==> config.mk <==
export PLATFORM = sky130hd
export DESIGN_NAME = smq_mul
export DESIGN_NICKNAME = d
export VERILOG_FILES = /design/src/sv/sign_magnitude_q10_21_alu_macros.svh /design/src/sv/smq_pkg.sv /design/src/sv/smq_mul.sv
export SDC_FILE = /design/constraint.sdc
export NUM_CORES = 2
export LEC_CHECK = 0
export BUFFER_PORTS_ARGS = -buffer_cell sky130_fd_sc_hd__buf_4
export CAP_MARGIN = 30
export CORE_MARGIN = 10
export CORE_UTILIZATION = 31
export DETAILED_ROUTE_END_ITERATION = 16
export MAX_ROUTING_LAYER = met4
export PLACE_DENSITY = 0.49
export SKIP_CTS_REPAIR_TIMING = 1
export SLEW_MARGIN = 40
export SYNTH_ARGS = -nofsm -noshare
export SYNTH_HDL_FRONTEND = slang
export SYNTH_SLANG_ARGS = --single-unit
==> constraint.sdc <==
create_clock -name clk -period 6.71 [get_ports clk]
set_clock_uncertainty 0.05 [all_clocks]
set_input_delay 1.342 -clock clk [delete_from_list [all_inputs] [get_ports clk]]
set_output_delay 1.342 -clock clk [all_outputs]
set_load 0.01 [all_outputs]
==> src/sv/sign_magnitude_q10_21_alu_macros.svh <==
// Assertion macros for the sign-magnitude Q10.21 ALU.
// No dependencies; taken in by the top level.
`ifndef SIGN_MAGNITUDE_Q10_21_ALU_MACROS_SVH
`define SIGN_MAGNITUDE_Q10_21_ALU_MACROS_SVH
`ifndef SYNTH
`define SMQ_ASSERT_IMPL(label, clk, rst_n, prop, msg) \
    label: assert property (@(posedge clk) disable iff (!rst_n) prop) else $error(msg);
`define SMQ_ASSERT_NEXT(label, clk, rst_n, pre, post, msg) \
    label: assert property (@(posedge clk) disable iff (!rst_n) (pre) |=> (post)) \
        else $error(msg);
`else
`define SMQ_ASSERT_IMPL(label, clk, rst_n, prop, msg)
`define SMQ_ASSERT_NEXT(label, clk, rst_n, pre, post, msg)
`endif
`endif

==> src/sv/smq_pkg.sv <==
// Package: beat types, opcodes, widths for the sign-magnitude Q10.21 ALU.
// No dependencies.
package smq_pkg;
    localparam int WORD_W = 32;
    localparam int MAG_W = 31;
    localparam int FRAC_BITS = 21;
    localparam int DIV_STAGES = 53;
    localparam int PIPE_DEPTH = DIV_STAGES + 1;

    localparam logic [2:0] OP_ADD = 3'd0;
    localparam logic [2:0] OP_SUB = 3'd1;
    localparam logic [2:0] OP_MUL = 3'd2;
    localparam logic [2:0] OP_DIV = 3'd3;
    localparam logic [2:0] OP_NEG = 3'd4;

    typedef struct packed {
        logic [2:0]  op;
        logic [31:0] operand_a;
        logic [31:0] operand_b;
    } in_beat_t;

    typedef struct packed {
        logic [31:0] result_word;
        logic        a_less;
        logic        a_equal;
        logic        a_greater;
    } out_beat_t;

    function automatic logic [31:0] to_twos(input logic [31:0] w);
        logic [31:0] r;
        r = w[31] ? (~w + 32'h8000_0001) : w;
        return r;
    endfunction
endpackage

==> src/sv/smq_mul.sv <==
// Pipelined 31x31 magnitude multiplier, split into partial products.
// Depends on smq_pkg.
module smq_mul #(
    parameter int LAT = smq_pkg::PIPE_DEPTH
) (
    input  logic        clk,
    input  logic [30:0] ma,
    input  logic [30:0] mb,
    output logic [31:0] prod
);
    logic [30:0] ma_reg, mb_reg;
    logic [46:0] plo_reg;
    logic [45:0] phi_reg;
    logic [61:0] sum_reg;
    logic [31:0] dly_reg [LAT-4];

    // product lines up with the operands delayed by LAT-1 registers
    always_ff @(posedge clk)
    begin
        ma_reg  <= ma;
        mb_reg  <= mb;
        plo_reg <= 47'(ma_reg) * 47'(mb_reg[15:0]);
        phi_reg <= 46'(ma_reg) * 46'(mb_reg[30:16]);
        sum_reg <= {15'd0, plo_reg} + {phi_reg, 16'd0};
        dly_reg[0] <= sum_reg[52:21];
        for (int i = 1; i < LAT - 4; i++)
        begin
            dly_reg[i] <= dly_reg[i-1];
        end
    end

    assign prod = dly_reg[LAT-5];
endmodule

==> run_results.csv <==
group,metric,value,unit
critical_path,worst_ep_required_time,7280,ps
detailed_routing,highest_layer,"met4",
floorplan,die_height,475,um
synthesis,synth_fp_nets,6111,
detailed_routing,vias_per_cell,4.03,
floorplan,start_util,31.1,%
synthesis,ys_seq_elements,1762,
clock_tree,root_buffer,"clkbuf_16",
place,dp_worst_setup_slack,-370,ps
sta,fin_ws,209,ps
place,port_buffers,94,
place,gp_congestion,0.833,
place,place_hpwl,84.4,mm
floorplan,die-width,475,um
global_route,grt_usage,10.5,%
detailed_routing,met3WireLength,6.65,mm
sta,final.min_clock_period,6500,ps
cells_and_area,layout-drive-gt1-share,11.9,%
clock_tree,cts_tree,"built",
critical_path,path_class,"register to register",
synthesis,ys_types,61,
critical_path,critical_path.max_fanout,18,
critical_path,crit_arrival,7070,ps
sta,worst_slew_pin_slew,559,ps
synthesis,async_reset_ff_share,0,%
sta,hold_slack,228,ps
detailed_routing,drt-pass1-iter-count,5,
detailed_routing,wl_per_cell,13.8,um
floorplan,dieArea,226000,sq um
floorplan,coreArea,207000,sq um
synthesis,synth_top_area_cell,"dfxtp_1",
job,cap_violations,0,
cells_and_area,seq_area,35300,sq um
global_route,grt_pass1_vias,35000,
clock_tree,insertion_delay,760,ps
critical_path,cpMostUsedCell,"fa_1",
cells_and_area,multiInputGateArea,25400,sq um
detailed_routing,post-route-drc-count,0,
detailed_routing,ant_nets,0,
critical_path,crit_buf_inv,6,
synthesis,yosysMostFrequentCell,"dfxtp_1",
synthesis,syn_area,64300,sq um
place,place_area,69900,sq um
critical_path,max_stage_delay,520,ps
cells_and_area,largest_reg_flops,1600,
global_route,grt_first_pass_wirelength,185,mm
synthesis,yosysTopAreaCellShare,54.8,%
sta,hold_violations,0,
cells_and_area,fillerInstances,19900,
cells_and_area,final_area,75800,sq um
sta,timing.slew.headroom,62.5,%
detailed_routing,dr.first_iter.drc_count,1522,
floorplan,fp-row-count,167,
critical_path,path_delay_family,"adder cells",
clock_tree,clkTransAtPathRegs,60,ps
critical_path,crit_chain,"buf_4 > buf_12 > buf_4 > and2_1 > fa_1 > fa_1 > fa_1 > fa_1 > fa_1 > inv_1 > fa_1 > inv_1 > ha_1 > a21o_1 > a21o_1 > a21oi_4 > nand2_1 > nor4_4 > buf_4 > o211ai_1 > a31oi_2 > nor2_1 > nor4_1",
synthesis,synth_cells,5086,
critical_path,crit_slowest_cell,"fa_1",
global_route,grt_antenna_before_repair,13,
clock_tree,cts_buffers,161,
detailed_routing,drt-met1-wl,53.7,mm
synthesis,synthFlopType,"dfxtp_1",
worst_hold_path,min_path_type,"register to register",
clock_tree,cts_buffer_depth,3,
detailed_routing,drt-total-wl,114,mm
critical_path,startpoint_type,"register",
detailed_routing,wl_met2,50.9,mm
synthesis,synth_warnings,0,
sta,setup_viol,0,
cells_and_area,nNetsFinal,6421,
sta,post-route-period-util,96.9,%
synthesis,post_synth.cell_area_avg,12.6,sq um
clock_tree,htreeDepth,4,
synthesis,synthTopCellsByArea,"dfxtp_1 55%, fa_1 23%, inv_1 4.4%, ha_1 4.2%, and2_1 4.0%",
cells_and_area,syn_to_final_growth,17.8,%
synthesis,synth-edff-count,0,
sta,finalMaxSlewViolations,0,
floorplan,ios,95,
detailed_routing,vias,33200,
global_route,overflow,0,
sta,fmax,154,MHz
global_route,grt_max_degree,32,
synthesis,yosys-top-cells-count,"1762 x dfxtp_1, 746 x inv_1, 744 x fa_1, 557 x nand2_1, 414 x and2_1",
synthesis,seq_area_frac_synth,54.8,%
critical_path,end_kind,"register",
clock_tree,cts_sinks,1762,
sta,setup_tns,0,ps
status,status,"complete, no violations",
==> cells in the final DEF, fill, tap and decap left out, types with 29 or more instances in the layout <==
cell type / synthesis / layout
a21oi_1: 60 / 58
a21o_1: 48 / 48
buf_12: 0 / 39
and2_1: 414 / 414
nand2_1: 557 / 557
clkbuf_16: 0 / 164
inv_1: 746 / 746
xnor2_1: 79 / 77
nor2_1: 38 / 38
ha_1: 218 / 218
xor2_1: 30 / 30
buf_4: 32 / 309
clkbuf_1: 175 / 39
fa_1: 744 / 740
clkbuf_8: 0 / 29
dfxtp_1: 1762 / 1745
==> path summary, 6_finish.rpt <==
check / startpoint / end / slack, ps / cells after the start
worst min register to register: dly_reg[0][307] / dly_reg[0][339] / 230 / 0
worst max-delay path: ma_reg[5] / plo_reg[39] / 210 / 23
worst min-delay path: dly_reg[0][307] / dly_reg[0][339] / 230 / 0
worst max register to register: ma_reg[5] / plo_reg[39] / 210 / 23
==> routing by layer <==
metal / vias to the layer above / GRT usage (%)
met5: - / -
met4: 0 / 2.89
met3: 185 / 2.52
met2: 619 / 16.2
met1: 16600 / 13.7
li1: 15700 / -
==> per-stage QoR <==
stage | cells | utilization [%]
floorplan | 5086 | -
global placement | 7930 | 33.8
detailed placement | 7930 | 33.8
CTS | 8219 | 36.5
global route | 8228 | 36.7
finish | 8233 | 36.7
==> worst register-to-register path: cells and delay by family, from the launching register on <==
kind / cells / cell delay [ps]
adders and majority gates: 7 / 3140
and+or+nand+nor: 5 / 1080
AOI/OAI and AO/OA: 5 / 950
buffers and inverters: 6 / 760
DFF: 1 / 360
==> final cells by class <==
| type | instances | area share [%] |
|---|---|---|
| Tap cell | 2704 | 4.47 |
| Sequential cell | 1762 | 46.6 |
| Inverter | 746 | 3.70 |
| Multi-Input combinational cell | 2368 | 33.6 |
| Timing Repair Buffer | 357 | 4.27 |
| Clock buffer | 230 | 6.07 |
| Clock inverter | 59 | 1.29 |
| Antenna cell | 7 | 0.0231 |
==> cells by family after synthesis <==
family | share of synthesized area [%]
DFF | 54.8
and+or+nand+nor | 8.28
adders and majority gates | 27.4
buffers and inverters | 5.77
AOI/OAI and AO/OA | 2.22
xor gates and xnor gates | 1.48
Power is left out: the tool's default activity adds up to more than one toggle a clock period on the data nets, which glitch-free logic cannot reach.
